### config.mk
export PLATFORM = sky130hd
export DESIGN_NAME = single_bus_sensor_reader_top_flat
export DESIGN_NICKNAME = d
export VERILOG_FILES = /design/src/rtl/core/sbsr_pkg.sv /design/src/rtl/core/sbsr_if.sv /design/src/rtl/core/single_bus_sensor_reader_top.sv /design/src/flat_wrapper.sv
export SDC_FILE = /design/constraint.sdc
export NUM_CORES = 1
export LEC_CHECK = 0
export BUFFER_PORTS_ARGS = -buffer_cell sky130_fd_sc_hd__buf_2
export CORE_UTILIZATION = 30
export CTS_CLUSTER_DIAMETER = 100
export CTS_CLUSTER_SIZE = 14
export DETAILED_ROUTE_END_ITERATION = 7
export GPL_TIMING_DRIVEN = 0
export SETUP_SLACK_MARGIN = 0.05
export SYNTH_ARGS = -nofsm -noshare
export SYNTH_HDL_FRONTEND = slang
export SYNTH_SLANG_ARGS = --single-unit
### constraint.sdc
create_clock -name clk_i -period 6.1 [get_ports clk_i]
set_clock_uncertainty 0.1 [all_clocks]
set_input_delay 0.915 -clock clk_i [delete_from_list [all_inputs] [get_ports clk_i]]
set_output_delay 0.915 -clock clk_i [all_outputs]
set_load 0.02 [all_outputs]
### src/rtl/core/sbsr_pkg.sv
// Shared types, codes and constants for the single-wire sensor reader.
// No dependencies; the interfaces and the top level use it.
`default_nettype none

package sbsr_pkg;

  localparam int unsigned FrameBits = 40;
  localparam int unsigned CntW      = 6;
  localparam int unsigned TimerW    = 16;
  localparam int unsigned CfgIdxW   = 8;
  localparam int unsigned CfgDataW  = 16;

  // phase codes
  localparam logic [2:0] PH_IDLE      = 3'd0;
  localparam logic [2:0] PH_DRIVE_LOW = 3'd1;
  localparam logic [2:0] PH_DRIVE_HI  = 3'd2;
  localparam logic [2:0] PH_RESP_HI0  = 3'd3;
  localparam logic [2:0] PH_RESP_LOW  = 3'd4;
  localparam logic [2:0] PH_RESP_HI1  = 3'd5;
  localparam logic [2:0] PH_BIT_LOW   = 3'd6;
  localparam logic [2:0] PH_BIT_HIGH  = 3'd7;

  // line drive codes
  localparam logic [1:0] DRV_RELEASE = 2'd0;
  localparam logic [1:0] DRV_LOW     = 2'd1;
  localparam logic [1:0] DRV_HIGH    = 2'd2;

  // read status codes
  localparam logic [1:0] ST_OK       = 2'd0;
  localparam logic [1:0] ST_TIMEOUT  = 2'd1;
  localparam logic [1:0] ST_CHECKSUM = 2'd2;

  // configuration register indexes
  localparam logic [CfgIdxW-1:0] CFG_START_LOW = 8'd0;
  localparam logic [CfgIdxW-1:0] CFG_RELEASE   = 8'd1;
  localparam logic [CfgIdxW-1:0] CFG_RESP_TO   = 8'd2;
  localparam logic [CfgIdxW-1:0] CFG_ONE_THR   = 8'd3;

  // configuration reset values
  localparam logic [15:0] StartLowRst = 16'd20000;
  localparam logic [7:0]  ReleaseRst  = 8'd40;
  localparam logic [7:0]  RespToRst   = 8'd80;
  localparam logic [7:0]  OneThrRst   = 8'd40;

  typedef struct packed {
    logic command;
    logic pin_level;
  } req_t;

  typedef struct packed {
    logic [1:0] line_drive;
    logic       busy_res;
    logic       done_res;
    logic [1:0] status;
    logic [7:0] hum_int;
    logic [7:0] hum_frac;
    logic [7:0] temp_int;
    logic [7:0] temp_frac;
  } res_t;

  typedef struct packed {
    logic [CfgIdxW-1:0]  index;
    logic [CfgDataW-1:0] data;
  } cfg_t;

endpackage

`default_nettype wire

### src/rtl/core/sbsr_if.sv
// Valid/ready channel interfaces for the sensor reader: request, result, config.
// Depends on sbsr_pkg for the payload types.
`default_nettype none

interface sbsr_req_if;
  logic          valid;
  logic          ready;
  sbsr_pkg::req_t payload;
  modport source (output valid, output payload, input ready);
  modport sink (input valid, input payload, output ready);
endinterface

interface sbsr_res_if;
  logic          valid;
  logic          ready;
  sbsr_pkg::res_t payload;
  modport source (output valid, output payload, input ready);
  modport sink (input valid, input payload, output ready);
endinterface

interface sbsr_cfg_if;
  logic          valid;
  logic          ready;
  sbsr_pkg::cfg_t payload;
  modport source (output valid, output payload, input ready);
  modport sink (input valid, input payload, output ready);
endinterface

`default_nettype wire

### src/rtl/core/single_bus_sensor_reader_top.sv
// Single-wire humidity/temperature sensor read master, one tick request per cycle unless stalled.
// Depends on sbsr_pkg and the channel interfaces in sbsr_if.sv.
//
//  channel | dir | payload                              | accepted when
//  req_i   | in  | command, pin_level                   | valid & ready
//  res_o   | out | line_drive, busy, done, status, data | valid & ready
//  cfg_i   | in  | index, data                          | valid (ready tied high)
//
// For each request, the next state and the result are computed
// from the state registers and the request, and land in the state and the
// result register at the accept edge. A new request is taken every cycle
// while the result register is empty or being drained. Reset idles the
// sequencer, clears held data and loads the default configuration.
`default_nettype none

module single_bus_sensor_reader_top (
  input  wire          clk_i,
  input  wire          rst_ni,
  sbsr_req_if.sink     req_i,
  sbsr_res_if.source   res_o,
  sbsr_cfg_if.sink     cfg_i
);

  logic [2:0]                      phase_q, phase_d;
  logic [sbsr_pkg::TimerW-1:0]     timer_q, timer_d;
  logic [sbsr_pkg::CntW-1:0]       bit_cnt_q, bit_cnt_d;
  logic [sbsr_pkg::FrameBits-1:0]  frame_q, frame_d;
  logic [15:0]                     hum_q, hum_d;
  logic [15:0]                     temp_q, temp_d;
  logic [1:0]                      status_q, status_d;
  logic                            done_d;

  logic [15:0] start_low_q;
  logic [7:0]  release_q, resp_to_q, one_thr_q;

  logic                  res_valid_q;
  sbsr_pkg::res_t        res_q, res_d;

  logic                            req_acc;
  logic [sbsr_pkg::TimerW-1:0]     timer_inc;
  logic                            overrun;
  logic                            bit_val;
  logic [sbsr_pkg::FrameBits-1:0]  frame_sh;
  logic [sbsr_pkg::CntW-1:0]       cnt_inc;
  logic [7:0]                      csum;

  assign req_i.ready = !res_valid_q || res_o.ready;
  assign req_acc     = req_i.valid && req_i.ready;
  assign cfg_i.ready = 1'b1;

  assign timer_inc = timer_q + 16'd1;
  assign overrun   = timer_inc > {8'd0, resp_to_q};
  assign bit_val   = timer_q > {8'd0, one_thr_q};
  assign frame_sh  = {frame_q[sbsr_pkg::FrameBits-2:0], bit_val};
  assign cnt_inc   = bit_cnt_q + 6'd1;
  assign csum      = frame_sh[39:32] + frame_sh[31:24] + frame_sh[23:16] + frame_sh[15:8];

  always_comb begin
    phase_d   = phase_q;
    timer_d   = timer_q;
    bit_cnt_d = bit_cnt_q;
    frame_d   = frame_q;
    hum_d     = hum_q;
    temp_d    = temp_q;
    status_d  = status_q;
    done_d    = 1'b0;
    if (req_i.payload.command) begin
      phase_d   = sbsr_pkg::PH_DRIVE_LOW;
      timer_d   = '0;
      bit_cnt_d = '0;
      frame_d   = '0;
    end else begin
      unique case (phase_q)
        sbsr_pkg::PH_DRIVE_LOW: begin
          timer_d = timer_inc;
          if (timer_inc >= start_low_q) begin
            phase_d = sbsr_pkg::PH_DRIVE_HI;
            timer_d = '0;
          end
        end
        sbsr_pkg::PH_DRIVE_HI: begin
          timer_d = timer_inc;
          if (timer_inc >= {8'd0, release_q}) begin
            phase_d = sbsr_pkg::PH_RESP_HI0;
            timer_d = '0;
          end
        end
        sbsr_pkg::PH_RESP_HI0, sbsr_pkg::PH_RESP_LOW, sbsr_pkg::PH_RESP_HI1: begin
          // expected level: high, low, high; leaving it advances
          if (req_i.payload.pin_level == (phase_q == sbsr_pkg::PH_RESP_LOW)) begin
            phase_d = phase_q + 3'd1;
            timer_d = '0;
          end else if (overrun) begin
            phase_d  = sbsr_pkg::PH_IDLE;
            timer_d  = '0;
            status_d = sbsr_pkg::ST_TIMEOUT;
            done_d   = 1'b1;
          end else begin
            timer_d = timer_inc;
          end
        end
        sbsr_pkg::PH_BIT_LOW: begin
          if (req_i.payload.pin_level) begin
            phase_d = sbsr_pkg::PH_BIT_HIGH;
            timer_d = 16'd1;
          end
        end
        sbsr_pkg::PH_BIT_HIGH: begin
          if (req_i.payload.pin_level) begin
            if (timer_q != 16'hFFFF) timer_d = timer_inc;
          end else begin
            frame_d   = frame_sh;
            bit_cnt_d = cnt_inc;
            timer_d   = '0;
            if (cnt_inc >= sbsr_pkg::CntW'(sbsr_pkg::FrameBits)) begin
              phase_d = sbsr_pkg::PH_IDLE;
              done_d  = 1'b1;
              if (csum == frame_sh[7:0]) begin
                hum_d    = frame_sh[39:24];
                temp_d   = frame_sh[23:8];
                status_d = sbsr_pkg::ST_OK;
              end else begin
                status_d = sbsr_pkg::ST_CHECKSUM;
              end
            end else begin
              phase_d = sbsr_pkg::PH_BIT_LOW;
            end
          end
        end
        default: ;
      endcase
    end
  end

  always_comb begin
    res_d = '0;
    unique case (phase_d)
      sbsr_pkg::PH_DRIVE_LOW: res_d.line_drive = sbsr_pkg::DRV_LOW;
      sbsr_pkg::PH_DRIVE_HI:  res_d.line_drive = sbsr_pkg::DRV_HIGH;
      default:                res_d.line_drive = sbsr_pkg::DRV_RELEASE;
    endcase
    res_d.busy_res  = phase_d != sbsr_pkg::PH_IDLE;
    res_d.done_res  = done_d;
    res_d.status    = status_d;
    res_d.hum_int   = hum_d[15:8];
    res_d.hum_frac  = hum_d[7:0];
    res_d.temp_int  = temp_d[15:8];
    res_d.temp_frac = temp_d[7:0];
  end

  always_ff @(posedge clk_i or negedge rst_ni) begin
    if (!rst_ni) begin
      phase_q   <= sbsr_pkg::PH_IDLE;
      timer_q   <= '0;
      bit_cnt_q <= '0;
      frame_q   <= '0;
      hum_q     <= '0;
      temp_q    <= '0;
      status_q  <= sbsr_pkg::ST_OK;
    end else if (req_acc) begin
      phase_q   <= phase_d;
      timer_q   <= timer_d;
      bit_cnt_q <= bit_cnt_d;
      frame_q   <= frame_d;
      hum_q     <= hum_d;
      temp_q    <= temp_d;
      status_q  <= status_d;
    end
  end

  always_ff @(posedge clk_i or negedge rst_ni) begin
    if (!rst_ni) begin
      start_low_q <= sbsr_pkg::StartLowRst;
      release_q   <= sbsr_pkg::ReleaseRst;
      resp_to_q   <= sbsr_pkg::RespToRst;
      one_thr_q   <= sbsr_pkg::OneThrRst;
    end else if (cfg_i.valid) begin
      unique case (cfg_i.payload.index)
        sbsr_pkg::CFG_START_LOW: start_low_q <= cfg_i.payload.data;
        sbsr_pkg::CFG_RELEASE:   release_q   <= cfg_i.payload.data[7:0];
        sbsr_pkg::CFG_RESP_TO:   resp_to_q   <= cfg_i.payload.data[7:0];
        sbsr_pkg::CFG_ONE_THR:   one_thr_q   <= cfg_i.payload.data[7:0];
        default: ;
      endcase
    end
  end

  always_ff @(posedge clk_i or negedge rst_ni) begin
    if (!rst_ni) begin
      res_valid_q <= 1'b0;
    end else if (req_acc) begin
      res_valid_q <= 1'b1;
    end else if (res_o.ready) begin
      res_valid_q <= 1'b0;
    end
  end

  always_ff @(posedge clk_i) begin
    if (req_acc) begin
      res_q <= res_d;
    end
  end

  assign res_o.valid   = res_valid_q;
  assign res_o.payload = res_q;

`ifndef SYNTHESIS
  a_start_enters_drive: assert property (@(posedge clk_i) disable iff (!rst_ni)
    (req_acc && req_i.payload.command) |=> (phase_q == sbsr_pkg::PH_DRIVE_LOW))
    else $error("start request did not enter drive-low phase");
  a_done_idle: assert property (@(posedge clk_i) disable iff (!rst_ni)
    (res_valid_q && res_q.done_res) |-> !res_q.busy_res)
    else $error("done reported while still busy");
  a_drive_busy: assert property (@(posedge clk_i) disable iff (!rst_ni)
    (res_valid_q && (res_q.line_drive != sbsr_pkg::DRV_RELEASE)) |-> res_q.busy_res)
    else $error("line driven while idle");
  a_bit_cnt_range: assert property (@(posedge clk_i) disable iff (!rst_ni)
    bit_cnt_q <= sbsr_pkg::CntW'(sbsr_pkg::FrameBits))
    else $error("bit counter past frame length");
  a_hold_no_accept: assert property (@(posedge clk_i) disable iff (!rst_ni)
    !req_acc |=> ($stable(phase_q) && $stable(frame_q) && $stable(status_q)))
    else $error("state changed without a request");
`endif

endmodule

`default_nettype wire
### src/flat_wrapper.sv
// flat-port wrapper written by rule: the top's interface ports become plain ports
module single_bus_sensor_reader_top_flat 
  (clk_i, rst_ni, req_i_valid, req_i_payload, req_i_ready, res_o_valid, res_o_payload, res_o_ready, cfg_i_valid, cfg_i_payload, cfg_i_ready);
  sbsr_req_if req_i_i ();
  sbsr_res_if res_o_i ();
  sbsr_cfg_if cfg_i_i ();
  input  wire clk_i;
  input  wire rst_ni;
  input wire logic [$bits(req_i_i.valid)-1:0] req_i_valid;
  input wire logic [$bits(req_i_i.payload)-1:0] req_i_payload;
  output wire logic [$bits(req_i_i.ready)-1:0] req_i_ready;
  output wire logic [$bits(res_o_i.valid)-1:0] res_o_valid;
  output wire logic [$bits(res_o_i.payload)-1:0] res_o_payload;
  input wire logic [$bits(res_o_i.ready)-1:0] res_o_ready;
  input wire logic [$bits(cfg_i_i.valid)-1:0] cfg_i_valid;
  input wire logic [$bits(cfg_i_i.payload)-1:0] cfg_i_payload;
  output wire logic [$bits(cfg_i_i.ready)-1:0] cfg_i_ready;
  assign req_i_i.valid = req_i_valid;
  assign req_i_i.payload = req_i_payload;
  assign req_i_ready = req_i_i.ready;
  assign res_o_valid = res_o_i.valid;
  assign res_o_payload = res_o_i.payload;
  assign res_o_i.ready = res_o_ready;
  assign cfg_i_i.valid = cfg_i_valid;
  assign cfg_i_i.payload = cfg_i_payload;
  assign cfg_i_ready = cfg_i_i.ready;
  single_bus_sensor_reader_top u_core (.clk_i(clk_i), .rst_ni(rst_ni), .req_i(req_i_i), .res_o(res_o_i), .cfg_i(cfg_i_i));
endmodule
==> metrics.yaml <==
synthTopCellsByArea: "dfrtp_1 (33%), edfxtp_1 (12%), ha_1 (7.1%)"
use_met2_pct: 21.8
required_ns: 6.35
die_area_um2: 32900
power_frac_seq_pct: 45.2
synth.distinct_cells: 73
power_switching_uw: 822
design_area_um2: 11100
hp-class: "in2async"
status: "finished clean"
coreArea_um2: 31600
place_congestion: 0.844
pwr-share-comb_pct: 17.1
final-setup-viol-count: 0
reg2reg_depth: 14
initial_core_util_pct: 30.5
final_nets: 1011
grt_pass1_vias: 6225
numCtsBuffers: 17
maxCapViolations: 0
arrival_ns: 4.74
critPathLaunch: "u_core.timer_q[0]"
layout_min_cycle_time_ns: 4.49
yosys.area.top_type: "dfrtp_1"
p_leak_uw: 0.00524
syn-cell-area_um2: 9650
p_int_uw: 2070
synth.ff_latch_count: 177
root_buffer: "clkbuf_16"
min_period_over_period_pct: 73.6
cellPowerDensity_nw_per_um2: 260
maxSlewHeadroom_pct: 31.7
ys.flop_type: "dfrtp_1"
synth_common_cells: "dfrtp_1 (128), inv_1 (64), mux2_2 (59), nand2_1 (59)"
final_layout_size_suffix_gt1_share_pct: 25.0
p_sw_share_pct: 28.4
ys_warn_count: 0
clockPowerShare_pct: 37.7
routed-via-count: 6337
synth_fp_nets: 921
syn_to_final_growth_pct: 15.2
fp.dieH_um: 181
postPlaceCellArea_um2: 10500
post_cts_buffers: 0
gr-total-overflow: 0
critPathKind: "reg2reg"
cts_tree: "yes"
tightestPinTransition_ns: 1.02
drc: 0
use_met3_pct: 2.70
synth_top_area_share_pct: 33.2
io_buffer_count: 70
yosysMostFrequentCell: "dfrtp_1"
io_pins: 72
wl_per_cell_um: 15.8
rsz0062_at_grt: "no"
antenna_left: 0
syn_inst: 821
irDropWorstVdd_v: 0.000198
max_freq_ghz: 0.223
synth-seq-area-share_pct: 48.0
ctsResizeCount: 0
cts_sinks: 177
clkTransAtPathRegs_ns: 0.07
async_reset_ff_share_pct: 78.5
timing.rr.start: "u_core.timer_q[0]"
grt_max_degree: 89
grtUsageMet1_pct: 18.0
drtIter0Drc: 291
hold_buffers: 0
grt_pass1_wl_um: 34300
num_rows: 65
vias_per_cell: 4.78
maxSlewViolCount: 0
antenna_found_initial: 0
wl_um: 21000
syn_area_per_cell_um2: 11.8
dp_hpwl_um: 15200
synth_edf_count: 38
chipWidth_um: 181
grt_busiest_layer: "met2"
htree_levels: 4
crit_path_end_kind: "register"
path_max_fanout: 10
dr.pass1.iters: 5
clock_latency_ns: 0.44
cts_buffer_depth: 2
grt_util_all_layers_pct: 13.4
hold_viol: 0
tns_ns: 0
crit_path_start_kind: "register"
[state kept, by name, summed over array words and instances, names as in the netlist]
register / flops
u_core.bit_cnt_q: 6
u_core.frame_q: 39
u_core.hum_q: 16
u_core.one_thr_q: 8
u_core.phase_q: 3
u_core.release_q: 8
u_core.res_o.payload: 38
u_core.res_o.valid: 1
u_core.resp_to_q: 8
u_core.start_low_q: 16
u_core.status_q: 2
u_core.temp_q: 16
u_core.timer_q: 16
[critical path, cell delays in order, from the launching register on]
cell	delay, ns
dfrtp_1	0.58
ha_1	0.34
nand3_2	0.20
nor4_4	0.38
and3_1	0.26
xor2_1	0.23
ha_1	0.28
a21o_1	0.16
a21oi_1	0.18
nand2b_1	0.13
a211o_1	0.37
a2111oi_1	0.61
nor3b_4	0.16
buf_2	0.24
o31ai_1	0.20
[power by group through the flow]
stage               combinational (uW)  clock, uW  sequential, uW
floorplan                          325          0            1340
global placement                   474          0            1330
detailed placement                 487          0            1330
CTS                                496       1110            1310
global route                       558       1160            1310
finish                             493       1090            1310
[final cells by class]
type / count / area, um^2
clock inverter: 11 / 131
buffer: 31 / 200
clock buffer: 21 / 440
tap: 402 / 503
multi-input combinational: 548 / 4570
antenna: 1 / 2.50
timing repair buffer: 71 / 384
inverter: 65 / 245
sequential: 177 / 4630
fill: 3122 / 20500
[kinds of logic after synthesis]
kind of cell / count (synthesis) / share of synthesized area (%)
mux: 92 / 11.9
compound gates: 177 / 12.3
flops: 177 / 48.0
fa+ha+maj: 69 / 10.0
other cells: 1 / 0.0389
xor+xnor: 32 / 2.90
buf+inv: 96 / 4.60
simple gates: 177 / 10.3
[metal layers]
layer | wire length [um] | share of wire (%) | vias up
met2 | 10100 | 48 | 104
li1 | - | - | 3132
met3 | 599 | 2.9 | 19
met5 | 0 | 0 | -
met4 | 265 | 1.3 | 0
met1 | 10000 | 48 | 3082
[metrics by stage]
| step | hold WS (ns) | power, uW | setup slack [ns] | cells | utilization (%) |
|---|---|---|---|---|---|
| 2_1_floorplan | 0.352 | 1660 | 2.04 | 821 | - |
| 3_3_place_gp | 0.362 | 1800 | 1.32 | 1293 | 33.2 |
| 3_5_place_dp | 0.374 | 1820 | 1.61 | 1294 | 33.3 |
| 4_1_cts | 0.340 | 2920 | 1.58 | 1326 | 35.1 |
| 5_1_grt | 0.360 | 3030 | 1.29 | 1326 | 35.1 |
| 6_report | 0.327 | 2890 | 1.61 | 1327 | 35.1 |
[path summary, 6_finish.rpt]
kind / endpoint / slack [ns]
setup / recovery: u_core.timer_q[1] / 1.61
hold / removal: u_core.start_low_q[15] / 0.33
setup reg to reg: u_core.timer_q[1] / 1.61
hold reg to reg: u_core.temp_q[5] / 0.39
max in group asynchronous: u_core.frame_q[37] / 4.76
min in group clk_i: u_core.temp_q[5] / 0.39
[placed cells by master, fill, tap and decap left out, types with 5 or more instances in the layout]
cell type	netlist	routed
fa_1	14	14
nand2b_1	20	20
mux2_2	59	59
and3_1	6	6
dfrtp_1	128	128
o21bai_1	5	5
nor4_1	6	6
a31oi_1	5	5
nand4_1	8	8
edfxtp_1	38	38
nand2_1	59	59
nor2_1	18	18
xnor2_1	18	18
nor2b_1	10	10
o211ai_1	5	5
ha_1	55	55
a21oi_1	23	23
clkbuf_1	18	22
inv_1	64	64
o21ai_0	55	55
nor3_1	15	15
a21o_1	7	7
o21ai_1	12	12
xor2_1	14	14
buf_2	4	73
clkbuf_16	0	17
a22o_1	36	36
dfstp_2	11	11
nand3_1	7	7
mux2_4	30	30
Power figures use the tool's default switching activity.
